## src/hw/rtl/efb_pkg.sv

```systemverilog
// efb_pkg: shared types, codes and helpers for the escaped frame builder
// used by efb_front, efb_emit and escaped_frame_builder; no dependencies
package efb_pkg;

  localparam logic [7:0] EscLead   = 8'h10;
  localparam logic [7:0] EscOffset = 8'h20;

  localparam logic [7:0] StartReset  = 8'h01;
  localparam logic [7:0] PrefixReset = 8'h00;
  localparam logic [7:0] EndReset    = 8'h04;

  typedef enum logic [1:0] {
    CFG_START  = 2'd0,
    CFG_PREFIX = 2'd1,
    CFG_END    = 2'd2,
    CFG_SPARE  = 2'd3
  } efb_cfg_idx_e;

  typedef enum logic [2:0] {
    SLOT_BEGIN,
    SLOT_START,
    SLOT_PREFIX,
    SLOT_DATA,
    SLOT_CHK_HI,
    SLOT_CHK_LO,
    SLOT_END
  } efb_slot_e;

  typedef struct packed {
    logic [7:0] data_byte;
    logic       last_byte;
  } efb_in_t;

  typedef struct packed {
    logic [7:0] out_byte;
    logic       run_last;
    logic       frame_end;
  } efb_out_t;

  typedef struct packed {
    logic [7:0] start_byte;
    logic [7:0] prefix_byte;
    logic [7:0] end_byte;
  } efb_cfg_t;

  // one accepted beat, ready for the emitter
  typedef struct packed {
    logic        first;
    logic [7:0]  data_byte;
    logic        last_byte;
    logic [15:0] chk;
  } efb_job_t;

  function automatic logic needs_escape(input logic [7:0] b);
    return (b == 8'h01) || (b == 8'h04) || (b == 8'h10) ||
           (b == 8'h11) || (b == 8'h13);
  endfunction

endpackage

```

## src/hw/rtl/efb_front.sv

```systemverilog
// efb_front: input register of the escaped frame builder, keeps frame state
// and the running sum; depends on efb_pkg
module efb_front (
  input  logic              clk_i,
  input  logic              rst_ni,
  input  efb_pkg::efb_cfg_t cfg_i,
  input  logic              in_valid_i,
  output logic              in_stall_o,
  input  efb_pkg::efb_in_t  in_data_i,
  input  logic              job_take_i,
  output logic              job_valid_o,
  output efb_pkg::efb_job_t job_o
);
  import efb_pkg::*;

  logic        in_frame_q, in_frame_d;
  logic [15:0] sum_q, sum_d;
  logic        job_valid_q, job_valid_d;
  efb_job_t    job_q, job_d;
  logic        accept;
  logic [15:0] sum_base, sum_new;

  // the held beat leaves in the cycle its last byte is loaded out
  assign in_stall_o = job_valid_q && !job_take_i;
  assign accept     = in_valid_i && !in_stall_o;

  assign sum_base = in_frame_q ? sum_q : {8'h00, cfg_i.prefix_byte};
  assign sum_new  = sum_base + {8'h00, in_data_i.data_byte};

  always_comb begin
    in_frame_d  = in_frame_q;
    sum_d       = sum_q;
    job_valid_d = job_valid_q;
    job_d       = job_q;
    if (accept) begin
      job_valid_d     = 1'b1;
      job_d.first     = !in_frame_q;
      job_d.data_byte = in_data_i.data_byte;
      job_d.last_byte = in_data_i.last_byte;
      job_d.chk       = ~sum_new;
      if (in_data_i.last_byte) begin
        in_frame_d = 1'b0;
        sum_d      = 16'h0000;
      end else begin
        in_frame_d = 1'b1;
        sum_d      = sum_new;
      end
    end else if (job_take_i) begin
      job_valid_d = 1'b0;
    end
  end

  always_ff @(posedge clk_i or negedge rst_ni) begin
    if (!rst_ni) begin
      in_frame_q  <= 1'b0;
      sum_q       <= 16'h0000;
      job_valid_q <= 1'b0;
    end else begin
      in_frame_q  <= in_frame_d;
      sum_q       <= sum_d;
      job_valid_q <= job_valid_d;
    end
  end

  always_ff @(posedge clk_i) begin
    job_q <= job_d;
  end

  assign job_valid_o = job_valid_q;
  assign job_o       = job_q;

endmodule

```

## src/hw/rtl/efb_emit.sv

```systemverilog
// efb_emit: walks the byte slots of one held beat and drives the output
// register, one byte per cycle while out_stall_i is low; depends on efb_pkg
module efb_emit (
  input  logic              clk_i,
  input  logic              rst_ni,
  input  efb_pkg::efb_cfg_t cfg_i,
  input  logic              job_valid_i,
  input  efb_pkg::efb_job_t job_i,
  output logic              job_take_o,
  output logic              out_valid_o,
  input  logic              out_stall_i,
  output efb_pkg::efb_out_t out_data_o
);
  import efb_pkg::*;

  efb_slot_e slot_q, slot_d, slot_cur;
  logic      esc_q, esc_d;
  logic      out_valid_q, out_valid_d;
  efb_out_t  out_q, out_d;
  logic      load;
  logic      escapable;
  logic [7:0] raw_byte;
  logic      step_done;
  efb_slot_e slot_next;

  assign load = job_valid_i && (!out_valid_q || !out_stall_i);

  always_comb begin
    slot_cur = slot_q;
    if (slot_q == SLOT_BEGIN) begin
      slot_cur = job_i.first ? SLOT_START : SLOT_DATA;
    end
  end

  always_comb begin
    escapable = 1'b0;
    raw_byte  = job_i.data_byte;
    slot_next = SLOT_BEGIN;
    step_done = 1'b0;
    unique case (slot_cur)
      SLOT_START: begin
        raw_byte  = cfg_i.start_byte;
        slot_next = SLOT_PREFIX;
      end
      SLOT_PREFIX: begin
        raw_byte  = cfg_i.prefix_byte;
        slot_next = SLOT_DATA;
      end
      SLOT_DATA: begin
        escapable = 1'b1;
        raw_byte  = job_i.data_byte;
        slot_next = job_i.last_byte ? SLOT_CHK_HI : SLOT_BEGIN;
        step_done = !job_i.last_byte;
      end
      SLOT_CHK_HI: begin
        escapable = 1'b1;
        raw_byte  = job_i.chk[15:8];
        slot_next = SLOT_CHK_LO;
      end
      SLOT_CHK_LO: begin
        escapable = 1'b1;
        raw_byte  = job_i.chk[7:0];
        slot_next = SLOT_END;
      end
      SLOT_END: begin
        raw_byte  = cfg_i.end_byte;
        slot_next = SLOT_BEGIN;
        step_done = 1'b1;
      end
      default: begin
        raw_byte  = job_i.data_byte;
        slot_next = SLOT_BEGIN;
      end
    endcase
  end

  always_comb begin
    slot_d      = slot_q;
    esc_d       = esc_q;
    out_valid_d = out_valid_q;
    out_d       = out_q;
    job_take_o  = 1'b0;
    if (load) begin
      out_valid_d     = 1'b1;
      out_d.frame_end = (slot_cur == SLOT_END);
      if (escapable && needs_escape(raw_byte) && !esc_q) begin
        // lead byte first, then the shifted code from the same slot
        out_d.out_byte = EscLead;
        out_d.run_last = 1'b0;
        esc_d          = 1'b1;
        slot_d         = slot_cur;
      end else begin
        out_d.out_byte = esc_q ? raw_byte + EscOffset : raw_byte;
        out_d.run_last = step_done;
        esc_d          = 1'b0;
        slot_d         = slot_next;
        job_take_o     = step_done;
      end
    end else if (!out_stall_i) begin
      out_valid_d = 1'b0;
    end
  end

  always_ff @(posedge clk_i or negedge rst_ni) begin
    if (!rst_ni) begin
      slot_q      <= SLOT_BEGIN;
      esc_q       <= 1'b0;
      out_valid_q <= 1'b0;
    end else begin
      slot_q      <= slot_d;
      esc_q       <= esc_d;
      out_valid_q <= out_valid_d;
    end
  end

  always_ff @(posedge clk_i) begin
    out_q <= out_d;
  end

  assign out_valid_o = out_valid_q;
  assign out_data_o  = out_q;

endmodule

```

## src/hw/rtl/escaped_frame_builder.sv

```systemverilog
// escaped_frame_builder: top level, holds the marker registers and joins
// the input register to the byte emitter; depends on efb_pkg, efb_front, efb_emit
//
// Each input beat is one body byte of a frame. The first beat of a frame is
// preceded by the start and prefix markers; bytes 0x01, 0x04, 0x10, 0x11 and
// 0x13 go out as 0x10 then the byte plus 0x20; the final beat is followed by
// the inverted 16-bit sum of prefix and body (high byte first, escaped) and
// the end marker, which carries frame_end. run_last marks the last output
// byte caused by a beat. The output register sends one byte per cycle while
// out_stall_i is low; a beat causes 1 or 2 output bytes as a plain body
// byte, up to 9 for a single-byte frame. The input register takes the next
// beat in the cycle the current one hands over its last byte, so beats flow
// with no gap. Register writes (0 start, 1 prefix, 2 end) are always ready
// and belong in idle time, with no beat in flight.
module escaped_frame_builder (
  input  logic              clk_i,
  input  logic              rst_ni,
  input  logic              cfg_valid_i,
  output logic              cfg_ready_o,
  input  logic [1:0]        cfg_index_i,
  input  logic [7:0]        cfg_data_i,
  input  logic              in_valid_i,
  output logic              in_stall_o,
  input  efb_pkg::efb_in_t  in_data_i,
  output logic              out_valid_o,
  input  logic              out_stall_i,
  output efb_pkg::efb_out_t out_data_o
);
  import efb_pkg::*;

  efb_cfg_t cfg_q, cfg_d;
  logic     job_valid;
  logic     job_take;
  efb_job_t job;

  assign cfg_ready_o = 1'b1;

  always_comb begin
    cfg_d = cfg_q;
    if (cfg_valid_i) begin
      unique case (efb_cfg_idx_e'(cfg_index_i))
        CFG_START:  cfg_d.start_byte  = cfg_data_i;
        CFG_PREFIX: cfg_d.prefix_byte = cfg_data_i;
        CFG_END:    cfg_d.end_byte    = cfg_data_i;
        default:    cfg_d = cfg_q;
      endcase
    end
  end

  always_ff @(posedge clk_i or negedge rst_ni) begin
    if (!rst_ni) begin
      cfg_q.start_byte  <= StartReset;
      cfg_q.prefix_byte <= PrefixReset;
      cfg_q.end_byte    <= EndReset;
    end else begin
      cfg_q <= cfg_d;
    end
  end

  efb_front u_front (
    .clk_i       (clk_i),
    .rst_ni      (rst_ni),
    .cfg_i       (cfg_q),
    .in_valid_i  (in_valid_i),
    .in_stall_o  (in_stall_o),
    .in_data_i   (in_data_i),
    .job_take_i  (job_take),
    .job_valid_o (job_valid),
    .job_o       (job)
  );

  efb_emit u_emit (
    .clk_i       (clk_i),
    .rst_ni      (rst_ni),
    .cfg_i       (cfg_q),
    .job_valid_i (job_valid),
    .job_i       (job),
    .job_take_o  (job_take),
    .out_valid_o (out_valid_o),
    .out_stall_i (out_stall_i),
    .out_data_o  (out_data_o)
  );

endmodule
```

## config.mk

```make
export PLATFORM = sky130hd
export DESIGN_NAME = escaped_frame_builder
export DESIGN_NICKNAME = d
export VERILOG_FILES = /design/src/hw/rtl/efb_pkg.sv /design/src/hw/rtl/efb_front.sv /design/src/hw/rtl/efb_emit.sv /design/src/hw/rtl/escaped_frame_builder.sv
export SDC_FILE = /design/constraint.sdc
export NUM_CORES = 1
export LEC_CHECK = 0
export BUFFER_PORTS_ARGS = -buffer_cell sky130_fd_sc_hd__buf_4
export CORE_ASPECT_RATIO = 1.2
export CORE_MARGIN = 4
export CORE_UTILIZATION = 64
export CTS_BUF_LIST = sky130_fd_sc_hd__clkbuf_16
export DETAILED_ROUTE_END_ITERATION = 6
export HOLD_SLACK_MARGIN = 0.08
export PLACE_DENSITY = 0.83
export SYNTH_ARGS = -nofsm -noshare
export SYNTH_HDL_FRONTEND = slang
export SYNTH_SLANG_ARGS = --single-unit
```

## constraint.sdc

```tcl
create_clock -name clk_i -period 6.3 [get_ports clk_i]
set_input_delay 0.945 -clock clk_i [delete_from_list [all_inputs] [get_ports clk_i]]
set_output_delay 0.945 -clock clk_i [all_outputs]
set_load 0.01 [all_outputs]
```

=== Word-level counts from Yosys, hierarchy flattened ===
Cells that the tools add are included.

* Add/subtract/negate cells: 2
* Eq/ne operators: 14
* Muxes and demuxes: 19
* Bitwise gates (word level): 1
* Reduce and logical (&&, ||, !) cells: 24

{| class="wikitable"
|+ Operator list
! kind !! count
|-
| $pmux 8 s5 || 1
|-
| $mux 16 || 2
|-
| $eq 8x5->1 const B || 3
|-
| $add 16x8->16 || 1
|-
| $not 16->16 || 1
|-
| $pmux 3 s5 || 1
|-
| $eq 3x3->1 const B || 3
|-
| $mux 1 || 9
|-
| $mux 3 || 3
|-
| $add 8x6->8 const B || 1
|-
| $eq 8x1->1 const B || 1
|-
| $eq 8x3->1 const B || 1
|-
| $mux 8 || 1
|-
| $logic_not 1->1 || 7
|-
| $eq 3x2->1 const B || 2
|-
| $reduce_and 2->1 || 3
|-
| $logic_and 1x1->1 || 5
|-
| $logic_or 1x1->1 || 5
|-
| $eq 3x1->1 const B || 1
|-
| $logic_not 3->1 || 1
|-
| $reduce_or 3->1 || 1
|-
| $eq 2x1->1 const B || 1
|-
| $eq 2x2->1 const B || 1
|-
| $logic_not 2->1 || 1
|-
| other kinds (4) || 4
|}

* Register bits after elaboration: 83
* Bits of input ports: 24
* Output and inout bits: 13
* Logic and storage cells: 76

=== Longest topological paths before layout ===
Gate-level depths: netlist (run 1).

* Depth after elaboration: 18
* Mapped depth: 12
* Depth with buffers taken out: 10

=== Modules after synthesis ===
A second synthesis (run 1) with hierarchy kept.

* Cell total of the unflattened synthesis: 375
* Area total of the unflattened synthesis: 4324.1 µm²

{| class="wikitable"
|+ Modules (own cells, without submodules)
! module !! times used !! cells each !! area each (µm²) !! sequential area each (µm²)
|-
| efb_front || 1 || 185 || 2145.8 || 1231.2
|-
| efb_emit || 1 || 137 || 1252.5 || 425.4
|-
| escaped_frame_builder || 1 || 53 || 925.9 || 603.1
|}

=== Worst setup path before layout (run 1) ===
Ideal clock, no wire load.

* Path kind: register to output
* Start point: reg u_emit.slot_q[0]
* End point: out in_stall_o
* Arrival: 2.446 ns
* Data required time: 5.355 ns
* Path slack: 2.909 ns
* Cell stages (with the launch flop): 10
* Path buffers: 4
* Cell sequence: dfrtp_1 buf_4 buf_6 buf_6 or2_1 a221oi_2 nand3_1 or4_4 a221oi_4 buf_2

* Longest elaborated chain between the ends: 15

{| class="wikitable"
|+ RTL lines
! item !! line !! source
|-
| start: declaration || efb_emit.sv:16 || <nowiki>efb_slot_e slot_q, slot_d, slot_cur;</nowiki>
|-
| start signal: assignment || efb_emit.sv:110 || <nowiki>slot_q <= slot_d;</nowiki>
|-
| $logic_not 3->1 || efb_emit.sv:30 || <nowiki>if (slot_q == SLOT_BEGIN) begin</nowiki>
|-
| $mux 3 (*) || efb_emit.sv:30 ||
|-
| $eq 3x3->1 (tied with other cells) || efb_emit.sv:40 || <nowiki>unique case (slot_cur)</nowiki>
|-
| $pmux 8 s5 || efb_emit.sv:40 ||
|-
| $eq 8x1->1 or $eq 8x3->1 (tied branches) || efb_pkg.sv:55 || <nowiki>return (b == 8'h01) || (b == 8'h04) || (b == 8'h10) ||</nowiki>
|-
| $logic_or 1x1->1 (3 in a row) || efb_pkg.sv:55 ||
|-
| $logic_or 1x1->1 || efb_pkg.sv:56 || <nowiki>(b == 8'h11) || (b == 8'h13);</nowiki>
|-
| $logic_and 1x1->1 (2 in a row) || efb_emit.sv:86 || <nowiki>if (escapable && needs_escape(raw_byte) && !esc_q) begin</nowiki>
|-
| $mux 1 (*) || efb_emit.sv:86 ||
|-
| $mux 1 (*) || efb_emit.sv:83 || <nowiki>if (load) begin</nowiki>
|-
| $logic_not 1->1 (*) || efb_front.sv:24 || <nowiki>assign in_stall_o = job_valid_q && !job_take_i;</nowiki>
|-
| $logic_and 1x1->1 (*) || efb_front.sv:24 ||
|-
| end: declaration || escaped_frame_builder.sv:23 || <nowiki>output logic in_stall_o,</nowiki>
|}

Every way passes the cells marked *; elsewhere a longest branch is shown, timed or not.

=== Final worst setup path (run 1) ===
* Start point: reg u_emit.slot_q[1]
* End point: out in_stall_o

Same word-level chain as after synthesis.

==> impl_results.rst, run 1 <==
.. list-table::
   :header-rows: 1

   * - Metric
     - Value
   * - Share of the clock period used by the worst path after layout
     - between 60% and 70%
   * - Mapped Cells
     - around 370
   * - Filler instances
     - around 430
   * - Xor/xnor share of the synthesized area
     - roughly 3.2%
   * - Setup tns final
     - 0 ns
   * - Share of layout cells above drive strength 1
     - 25.5%
   * - Antenna viol nets, final
     - 0
   * - Worst-path cell with the longest stage delay
     - dfrtp_1
   * - Transition at the pin with the smallest max-transition slack
     - between 0.9 and 1 ns
   * - Arrival time at the worst endpoint
     - 3.37 ns
   * - Pre-CTS setup slack
     - between 2 and 2.5 ns
   * - Clock tree from TritonCTS
     - done
   * - Setup bufs post-CTS
     - 0
   * - Leading cell type by number of instances after synthesis
     - dfrtp_1
   * - Synth Warn #
     - 0
   * - Top-area cell type share of the netlist area
     - between 20% and 30%
   * - Main combinational cell family by area after synthesis
     - compound AO/OA/AOI/OAI gates
   * - Number of buffers added to fix hold violations after cts
     - 0
   * - Clock slew seen by the registers of the worst setup and hold paths
     - 0.06 ns
   * - Slew headroom
     - a little over a third
   * - Area grow syn2layout
     - 11.7%
   * - FF+latch area
     - 0.00226 mm2
   * - Achievable frequency
     - between 0.2 and 0.25 GHz
   * - Num ports
     - 37
   * - DP HPWL
     - around 6.6 mm
   * - Class of the most critical hold timing path
     - reg -> reg
   * - H-Tree Level Count
     - 3
   * - Full die area
     - roughly 0.0083 mm2
   * - Slack of the critical path
     - between 1.5 and 2 ns
   * - Synth top area cells
     - dfrtp_1, edfxtp_1, mux2_2, o21ai_0, ha_1
   * - Syn Nets
     - around 400
   * - Type of destination of the critical path
     - output pin
   * - Leakage power of the design
     - about 2.0 nW
   * - Root buffer cell
     - clkbuf_16
   * - Vias in the first global route
     - between 3000 and 4000
   * - Standard-cell rows
     - 32
   * - Cell type contributing the most total cell area after synthesis
     - dfrtp_1
   * - Mean post-synth cell area
     - between 10 and 15 um2
   * - Max-cap violations
     - 0
   * - CP bufs+invs
     - 2
   * - Final Critical Period
     - 4.32 ns
   * - Pwr per Cell Area
     - ~470 mW/mm2
   * - Synth Area in Simple Gates
     - 10.5%
   * - WL final
     - about 9.3 mm
   * - Gr ovfl total
     - 0
   * - Layout net count
     - ~430
   * - Via density
     - 6.36
   * - Leading post-synthesis cells by instance count
     - dfrtp_1, edfxtp_1, mux2_2
   * - Tot Pwr
     - 2.33 mW
   * - Worst-case vdd ir drop
     - about 0.27 mV
   * - Status
     - finished, final reports clean
   * - Gp weighted congestion
     - around 0.84
   * - Combined area of the multi-input logic cells
     - between 0.0015 and 0.002 mm2
   * - Sinks on Clock Net
     - a little over 80
   * - FF+latch count, synth
     - 83
   * - Total GRT Usage
     - about a quarter
   * - Via total after detailed routing
     - 3085
   * - Core Box Area
     - roughly 0.0066 mm2
   * - Critical path launch point type
     - flop
   * - Number of detailed-routing iterations run before antenna repair
     - 6
   * - Number of antenna violations at the first check in global routing
     - 0
   * - Total of cells resized after clock tree synthesis
     - 0
   * - Summed instance area of the synthesized netlist
     - 0.00440 mm2
   * - Clock insertion delay at the later pin of the skew report
     - ~0.34 ns
   * - First-pass GRT wire length
     - ~15 mm
   * - Routed wirelength normalized by instance count
     - between 15 and 20 um
   * - Maximum fanout along the worst path
     - 26
   * - Sequential fraction of the synthesis area
     - 51.3%
   * - Initial core utilization
     - between 60% and 70%
   * - Vertical extent of the die
     - between 90 and 100 um
   * - Num CTS Buffers
     - 9
   * - Most frequently used flop master after synthesis
     - dfrtp_1
   * - Antenna fix cells
     - 0
   * - Final setup violation count
     - 0
   * - Number of DRC markers in iteration 0
     - ~260
   * - Worst Setup Path Type
     - reg -> out
   * - Gate family responsible for the most delay along the worst path
     - simple AND/OR/NAND/NOR gates
   * - Count of buffers inserted at the top-level ports
     - 35
   * - Placed Area
     - approximately 0.0047 mm2
   * - Synthesized-area fraction occupied by adder cells
     - between 3 and 4%
   * - Post-synthesis compound-gate area fraction
     - 14.5%
   * - Count of endpoints failing hold in the final timing report
     - 0
   * - Critical Path Most Common Cell
     - buf_4
   * - RSZ-0062 raised after global routing
     - no
   * - Horiz. Die Dim
     - approximately 84 um
   * - Bufs on Longest Clock Path
     - 2
   * - Post-detailed-route DRC marker count
     - 0
   * - Number of synthesized flops with an enable pin
     - 36
   * - Post-synthesis mux area share
     - 13.3%
   * - Final slew viol count
     - 0
   * - Worst path max stage delay
     - about 0.96 ns
   * - Clock skew
     - between 0.01 and 0.015 ns
   * - List of cells traversed by the critical path
     - nor4_2 -> or2_1 -> a22o_1 -> or4_4 -> a221oi_4 -> buf_4 -> buf_4
   * - Proportion of register bits with asynchronous set or reset after synthesis
     - a little under three fifths
   * - Maximum number of pins on one net before global-route repair
     - 48
   * - Distinct cell type count after synthesis
     - 60
   * - CP Data Required Time
     - between 5 and 6 ns
   * - Worst-case hold slack
     - roughly 0.51 ns
   * - Final std cell area, no fill
     - 0.00492 mm2
stage by stage:
| stage | cells | utilization (%) |
|---|---|---|
| after floorplan | 368 | - |
| after global placement | 469 | 70.9 |
| after detailed placement | 469 | 70.9 |
| after CTS | 485 | 74.9 |
| after global routing | 485 | 74.9 |
| final | 485 | 74.9 |
sequential cells by signal, summed over array words and instances (netlist names):
signal,count
u_emit.slot_q,3
u_emit.out_data_o,10
u_front.in_frame_q,1
u_front.job_valid_o,1
u_emit.esc_q,1
cfg_q,24
u_emit.out_valid_o,1
u_front.job_o,26
u_front.sum_q,16
cells by family after synthesis:
family,after synthesis
xor gates and xnor gates,16
muxes,48
DFF,83
adders and majority gates,10
other,1
and+or+nand+nor,88
AOI/OAI and AO/OA,89
buffers and inverters,33
where the power goes:
group	internal (mW)	switching, mW
registers	0.769	0.133
clock network	0.262	0.202
logic	0.433	0.535
per-layer routing:
metal / GRT usage [%] / routed length (um) / vias to the layer above
met3: 4.26 / 533 / 27
met4: 13.2 / 332 / 0
met5: 0 / 0 / -
li1: - / - / 1433
met1: 30.0 / 3700 / 1508
met2: 38.7 / 4700 / 117
path summary, 6_finish.rpt:
kind / startpoint / end / slack (ns) / cells past startpoint
worst max-delay path: u_emit.slot_q[1]$_DFFE_PN0P_ / in_stall_o / 1.98 / 7
worst min-delay path: cfg_q[20]$_DFFE_PN0P_ / cfg_q[20]$_DFFE_PN0P_ / 0.51 / 1
worst max register to register: u_emit.slot_q[1]$_DFFE_PN0P_ / u_front.job_o[21]$_DFFE_PP_ / 2.01 / 8
worst min register to register: cfg_q[20]$_DFFE_PN0P_ / cfg_q[20]$_DFFE_PN0P_ / 0.51 / 1
max in group asynchronous: rst_ni / cfg_q[11]$_DFFE_PN0P_ / 5.25 / 1
min in group asynchronous: rst_ni / cfg_q[12]$_DFFE_PN0P_ / 0.63 / 1
layout make-up:
class,count,share of cell area (%)
clock inverter,7,0.788
multi-input combinational,252,39.9
clock buffer,9,4.58
inverter,11,0.839
timing repair buffer,38,5.80
tap,85,2.16
sequential,83,45.9
cells in the final DEF (no fill, tap or decap), types with 3 or more instances in the layout:
cell type	netlist	routed
dfrtp_1	45	45
buf_4	6	38
edfxtp_1	36	36
mux2_2	34	34
nand2_1	27	27
o21ai_0	26	26
nor2_1	14	14
o31ai_1	14	14
inv_1	10	12
nand2b_1	11	11
a21oi_1	9	9
xnor2_1	9	9
ha_1	9	9
clkbuf_16	0	9
mux2i_1	8	8
nor3_1	7	7
xor2_1	7	7
o221ai_1	6	6
nor2b_1	6	6
o21a_1	6	6
mux4_2	5	5
o41ai_1	5	5
a22o_1	4	4
clkinv_2	0	3
worst reg2reg max path, stage by stage, from the launching register on:
cell      delay (ns)
dfrtp_1         0.96
nor4_2          0.21
or2_1           0.32
a22o_1          0.28
or4_4           0.57
a221oi_4        0.28
buf_4           0.26
nand2b_1        0.62
inv_2           0.44
(Power assumes the default switching activity.)
==> run 2, diff against run 1 <==
- CORE_UTILIZATION: 64 -> 54
- PLACE_DENSITY: 0.83 -> 0.74
- clock period: 6.3 -> 3.5 ns (I/O delays scaled with it)
==> run 2 against run 1 <==
Register-to-register slack lost 1.7 ns. Global-route usage shrank 3.3 points. Clock skew shrank 0.0022 ns. Routed wire length grew 0.87%. Utilization shrank 10 points. Sequential power grew 74%. Non-clock buffer count grew 11. Largest power group unchanged. Worst setup slack lost 1.9 ns. Combinational power grew 96%. Cell count grew 3.7%. Count of clock-buffer cells in the layout grew 1.
==> impl_results.rst, run 2 (synthesized netlist as in run 1, its figures left out) <==
.. list-table::
   :header-rows: 1

   * - Metric
     - Value
   * - Root buffer cell
     - clkbuf_16
   * - Worst path max stage delay
     - 0.56 ns (-0.40 ns)
   * - Area grow syn2layout
     - 14.4%
   * - Max FFs per register
     - 26 (unchanged)
   * - Layout net count
     - 440 (+2.6%)
   * - Post-detailed-route DRC marker count
     - 0 (unchanged)
   * - Share of the clock period used by the worst path after layout
     - between 90% and 100%
   * - Full die area
     - 0.00967 mm2 (+17%)
   * - Initial core utilization
     - 56.5% (-11 points)
   * - Antenna viol nets, final
     - 0 (unchanged)
   * - Number of DRC markers in iteration 0
     - 143 (-45%)
   * - Post-Route Utilization
     - 64.6% (-10 points)
   * - CP Data Required Time
     - 2.97 ns (-2.38 ns)
   * - Final setup violation count
     - 0 (unchanged)
   * - Antenna fix cells
     - 0 (unchanged)
   * - Transition at the pin with the smallest max-transition slack
     - 0.632 ns (-0.324 ns)
   * - Vias in the first global route
     - 3042 (-1.4%)
   * - DP HPWL
     - 6.72 mm (+1.8%)
   * - Final Critical Period
     - between 3 and 4 ns
   * - Core Box Area
     - 0.00779 mm2 (+19%)
   * - Gr ovfl total
     - 0 (unchanged)
   * - Final slew viol count
     - 0 (unchanged)
   * - Count of endpoints failing hold in the final timing report
     - 0 (unchanged)
   * - Via total after detailed routing
     - 2974 (-3.6%)
   * - Number of detailed-routing iterations run before antenna repair
     - 4 (-2)
   * - Class of the most critical hold timing path
     - in -> async
   * - Routed wirelength normalized by instance count
     - 18.6 um (-2.7%)
   * - Vertical extent of the die
     - 107 um (+8.2%)
   * - Leakage power of the design
     - 2.02 nW (+3.4%)
   * - Standard-cell rows
     - 35 (+9.4%)
   * - Pwr per Cell Area
     - 860 mW/mm2 (+81%)
   * - Final std cell area, no fill
     - 0.00504 mm2 (+2.4%)
   * - Horiz. Die Dim
     - 90.4 um (+8.0%)
   * - Maximum fanout along the worst path
     - 11 (-58%)
   * - Placed Area
     - 0.00473 mm2 (+1.6%)
   * - Via density
     - 5.91 (-7.0%)
   * - First-pass GRT wire length
     - 15.5 mm (+0.23%)
   * - Gp weighted congestion
     - 0.892 (+6.2%)
   * - Number of standard cells in the final layout excluding fillers
     - 503 (+3.7%)
   * - Worst-path cell with the longest stage delay
     - edfxtp_1
   * - Top library cells by usage in the layout, fill and taps aside
     - buf_4, dfrtp_1, edfxtp_1
   * - Tot Pwr
     - 4.33 mW (+86%)
   * - Worst-case vdd ir drop
     - 0.443 mV (+66%)
   * - Number of buffers added to fix hold violations after cts
     - 0 (unchanged)
   * - Most common library cell in the layout ignoring fill and taps
     - buf_4
   * - Type of destination of the critical path
     - output pin
   * - Clock skew
     - 0.00834 ns (-0.00220 ns)
   * - Count of buffers inserted at the top-level ports
     - 35 (unchanged)
   * - Clock insertion delay at the later pin of the skew report
     - 0.33 ns (about the same)
   * - WL final
     - 9.35 mm (+0.87%)
   * - Share of layout cells above drive strength 1
     - 27.5% (+2.0 points)
   * - Bufs on Longest Clock Path
     - 2 (unchanged)
   * - Setup tns final
     - 0 ns (unchanged)
   * - Critical path launch point type
     - flop
   * - RSZ-0062 raised after global routing
     - no
   * - Arrival time at the worst endpoint
     - 2.86 ns (-0.51 ns)
   * - List of cells traversed by the critical path
     - o21a_1 -> mux4_2 -> or2_0 -> o41a_1 -> a221oi_4 -> buf_6 -> buf_4
   * - Number of antenna violations at the first check in global routing
     - 0 (unchanged)
   * - H-Tree Level Count
     - 3 (unchanged)
   * - Worst Setup Path Type
     - reg -> out
   * - Achievable frequency
     - 0.295 GHz
   * - Number of instances in the placed design
     - 485 (+3.4%)
   * - Num CTS Buffers
     - 9 (unchanged)
   * - Total GRT Usage
     - 20.5% (-3.3 points)
   * - Max-cap violations
     - 0 (unchanged)
   * - Maximum number of pins on one net before global-route repair
     - 48 (unchanged)
   * - Num ports
     - 37 (unchanged)
   * - Slew headroom
     - 57.9% (+22 points)
   * - Sinks on Clock Net
     - 83 (unchanged)
   * - Clock tree from TritonCTS
     - done
   * - Clock slew seen by the registers of the worst setup and hold paths
     - 0.06 ns (about the same)
   * - Status
     - finished, final reports clean
## run 2: worst max-delay path: cells and delay by family, from the launching register on
kind	cells	cell delay (ns)
mux	1	0.50
buf+inv	2	0.28
simple gates	1	0.25
flops	1	0.56
compound gates	3	0.95
## run 2: path summary, 6_finish.rpt
kind / startpoint / endpoint / slack (ns) / cells past startpoint
max: u_front.job_o[25]$_DFFE_PP_ / in_stall_o / 0.11 / 7
min: rst_ni / cfg_q[10]$_DFFE_PN0P_ / 0.21 / 1
max reg2reg: u_front.job_o[25]$_DFFE_PP_ / u_front.in_frame_q$_DFFE_PN0P_ / 0.34 / 9
min reg2reg: u_emit.out_valid_o$_DFFE_PN0P_ / u_emit.out_valid_o$_DFFE_PN0P_ / 0.51 / 2
max in group asynchronous: rst_ni / u_emit.slot_q[1]$_DFFE_PN0P_ / 2.82 / 1
min in group clk_i: in_data_i[7] / u_front.job_o[23]$_DFFE_PP_ / 0.38 / 1
## run 2: repair_timing
item                                    CTS  global route
resized for setup                         0             5
buffers inserted                          1             1
endpoints found under the setup margin    1             1
pin swaps                                 1             1
cloned                                    0             0
## run 2: where the power goes
part / total, mW / internal (mW) / switching (mW)
Sequential: 1.57 / 1.39 / 0.179
Combinational: 1.90 / 0.866 / 1.03
Clock: 0.865 / 0.511 / 0.355
Total: 4.33 / 2.77 / 1.57
## run 2: area by class of cell
class,instances,area [um2]
clock buffers,10,250
clock inverters,6,25.0
fillers,630,2760
inverters,11,41.3
multi-input cells,252,1970
flip-flops and latches,83,2260
well taps,92,115
repair buffers,49,379
## run 2: per-layer routing
layer	share of wire, %	global-route usage [%]
met5	0	0
met4	3.0	8.86
met3	4.0	4.63
met2	49	33.6
met1	44	26.1
## run 2: through the flow
| step | worst slack [ns] | hold slack (ns) |
|---|---|---|
| detailed placement | 0.336 | 0.496 |
| global placement | 0.386 | 0.482 |
| global route | 0.0198 | 0.255 |
| finish | 0.112 | 0.213 |
| CTS | 0.0916 | 0.235 |
| floorplan | 0.465 | 0.229 |
==> run 3, diff against run 2 <==
- CELL_PAD_IN_SITES_DETAIL_PLACEMENT: unset -> 1
- CELL_PAD_IN_SITES_GLOBAL_PLACEMENT: unset -> 1
- CORE_MARGIN: 4 -> unset
- CORE_UTILIZATION: 54 -> 44
==> run 3 against run 2 <==
Non-clock buffer count down 2. Count of clock-buffer cells in the layout down 1. Critical path depth down 1. Cell count up 5.8%. First-iteration DRC count down 29%. Routed wire length up 18%. Flip-flop and latch count unchanged. Via count up 4.7%. Sequential power about the same. Critical path type unchanged. Critical endpoint unchanged.
==> impl_results.rst, run 3 (synthesized netlist as in run 1, its figures left out) <==
.. list-table::
   :header-rows: 1

   * - Metric
     - Value
   * - Final slew viol count
     - 0 (unchanged)
   * - Top library cells by usage in the layout, fill and taps aside
     - buf_4, dfrtp_1, edfxtp_1
   * - Number of DRC markers in iteration 0
     - 101 (-29%)
   * - Count of buffers inserted at the top-level ports
     - 35 (unchanged)
   * - Vias in the first global route
     - 3412 (+12%)
   * - Clock slew seen by the registers of the worst setup and hold paths
     - 0.06 ns (about the same)
   * - Post-detailed-route DRC marker count
     - 0 (unchanged)
   * - Worst-case vdd ir drop
     - 0.307 mV (-31%)
   * - First-pass GRT wire length
     - 18.3 mm (+19%)
   * - Most common library cell in the layout ignoring fill and taps
     - buf_4
   * - Number of instances in the placed design
     - 516 (+6.4%)
   * - Setup tns final
     - 0 ns (unchanged)
   * - Routed wirelength normalized by instance count
     - 20.7 um (+12%)
   * - Standard-cell rows
     - 39 (+11%)
   * - Combined area of the multi-input logic cells
     - 0.00197 mm2 (unchanged)
   * - Layout net count
     - 438 (-0.45%)
   * - Setup slack of the worst register-to-register path
     - 0.27 ns (-0.07 ns)
   * - H-Tree Level Count
     - 3 (unchanged)
   * - Type of destination of the critical path
     - output pin
   * - Area grow syn2layout
     - 15.3%
   * - Arrival time at the worst endpoint
     - 2.87 ns (about the same)
   * - Full die area
     - 0.0104 mm2 (+7.7%)
   * - Number of antenna violations at the first check in global routing
     - 0 (unchanged)
   * - Worst Setup Path Type
     - reg -> out
   * - Total GRT Usage
     - 23.5% (+3.0 points)
   * - Gr ovfl total
     - 0 (unchanged)
   * - Antenna viol nets, final
     - 0 (unchanged)
   * - Maximum number of pins on one net before global-route repair
     - 48 (unchanged)
   * - Via density
     - 5.86 (-0.97%)
   * - Share of the clock period used by the worst path after layout
     - 97.0% (+0.19 points)
   * - Sinks on Clock Net
     - 83 (unchanged)
   * - CP bufs+invs
     - 1 (-1)
   * - Num CTS Buffers
     - 9 (unchanged)
   * - Clock tree from TritonCTS
     - done
   * - Via total after detailed routing
     - 3115 (+4.7%)
   * - Antenna fix cells
     - 0 (unchanged)
   * - Placed Area
     - 0.00478 mm2 (+1.1%)
   * - Core Box Area
     - 0.00961 mm2 (+23%)
   * - Gate family responsible for the most delay along the worst path
     - compound AO/OA/AOI/OAI gates
   * - DP HPWL
     - 8.10 mm (+20%)
   * - Worst path max stage delay
     - 0.58 ns (+0.02 ns)
   * - Critical path launch point type
     - flop
   * - Num ports
     - 37 (unchanged)
   * - Max FFs per register
     - 26 (unchanged)
   * - Number of detailed-routing iterations run before antenna repair
     - 4 (unchanged)
   * - Horiz. Die Dim
     - 93.3 um (+3.2%)
   * - Pwr per Cell Area
     - 875 mW/mm2 (+1.8%)
   * - Number of standard cells in the final layout excluding fillers
     - 532 (+5.8%)
   * - Initial core utilization
     - 45.8% (-11 points)
   * - Count of endpoints failing hold in the final timing report
     - 0 (unchanged)
   * - Bufs on Longest Clock Path
     - 2 (unchanged)
   * - Final std cell area, no fill
     - 0.00508 mm2 (+0.75%)
   * - Share of layout cells above drive strength 1
     - 27.6% (+0.13 points)
   * - Worst-path cell with the longest stage delay
     - edfxtp_1
   * - Gp weighted congestion
     - 0.844 (-5.3%)
   * - Status
     - finished, final reports clean
   * - Root buffer cell
     - clkbuf_16
   * - Clock skew
     - 0.00747 ns (-0.000875 ns)
   * - Clock insertion delay at the later pin of the skew report
     - 0.34 ns (about the same)
   * - Class of the most critical hold timing path
     - in -> async
   * - WL final
     - 11.0 mm (+18%)
   * - List of cells traversed by the critical path
     - o21a_1 -> mux4_2 -> or2_0 -> o41a_1 -> a221oi_4 -> buf_4
   * - Transition at the pin with the smallest max-transition slack
     - 0.652 ns (+0.0203 ns)
   * - Maximum fanout along the worst path
     - 11 (unchanged)
   * - Setup bufs post-CTS
     - 0 (-1)
   * - Filler instances
     - 1000 (+59%)
   * - Max-cap violations
     - 0 (unchanged)
   * - Slew headroom
     - 56.5% (-1.4 points)
   * - Final Critical Period
     - 3.39 ns (+0.00660 ns)
   * - CP Data Required Time
     - 2.97 ns (about the same)
   * - Vertical extent of the die
     - 112 um (+4.4%)
   * - Final setup violation count
     - 0 (unchanged)
   * - Achievable frequency
     - 0.295 GHz (-0.19%)
   * - Post-Route Utilization
     - 52.8% (-12 points)
   * - FF+latch area
     - 0.00226 mm2 (unchanged)
   * - Leakage power of the design
     - 2.01 nW (-0.66%)
   * - RSZ-0062 raised after global routing
     - no
## run 3: cell count changes in the layout (fill, tap and decap cells not counted)
cell and change:
buf_12 +1, clkinvlp_4 +2, bufinv_16 +1, clkbuf_16 -1, buf_6 -3, clkinv_1 -1, inv_1 -1
## run 3: final timing paths
check | cells after the start | to | from
worst min-delay path | 1 | u_front.sum_q[2]$_DFFE_PN0P_ | rst_ni
worst max-delay path | 6 | in_stall_o | u_front.job_o[25]$_DFFE_PP_
max in group asynchronous | 1 | u_emit.slot_q[1]$_DFFE_PN0P_ | rst_ni
worst min register to register | 2 | u_emit.out_valid_o$_DFFE_PN0P_ | u_emit.out_valid_o$_DFFE_PN0P_
worst max register to register | 10 | u_front.sum_q[14]$_DFFE_PN0P_ | u_front.in_frame_q$_DFFE_PN0P_
min in group clk_i | 1 | u_front.job_o[24]$_DFFE_PP_ | in_data_i[8]
## run 3: cell type report
class                           instances  area share, %
Clock buffer                            9           4.44
Sequential cell                        83           44.5
Inverter                               11          0.813
Tap cell                              123           3.03
Timing Repair Buffer                   47           7.20
Multi-Input combinational cell        252           38.7
Clock inverter                          7           1.23
## run 3: per-layer routing
metal	track usage [%]	vias up	wire length (um)
met5	0	-	0
met4	11.5	0	399
met3	3.48	24	270
met2	40.2	55	5680
met1	28.6	1594	4680
li1	-	1442	-
## run 3: what timing repair did
action                                  CTS  global route
hold buffers                              0             0
endpoints found under the setup margin    1             1
gates cloned                              0             0
resized for setup                         1             1
## run 3: power by group
part,switching (mW),internal (mW),total [mW]
registers,0.199,1.39,1.59
logic,1.08,0.848,1.93
clock network,0.386,0.545,0.931
## run 3: stage by stage
stage	total power [mW]	hold slack (ns)	worst slack, ns
final	4.44	0.214	0.106
after floorplan	2.92	0.229	0.465
after detailed placement	3.52	0.492	0.272
after global placement	3.42	0.481	0.374
after CTS	4.46	0.238	0.0941
after global routing	4.71	0.274	0.0252
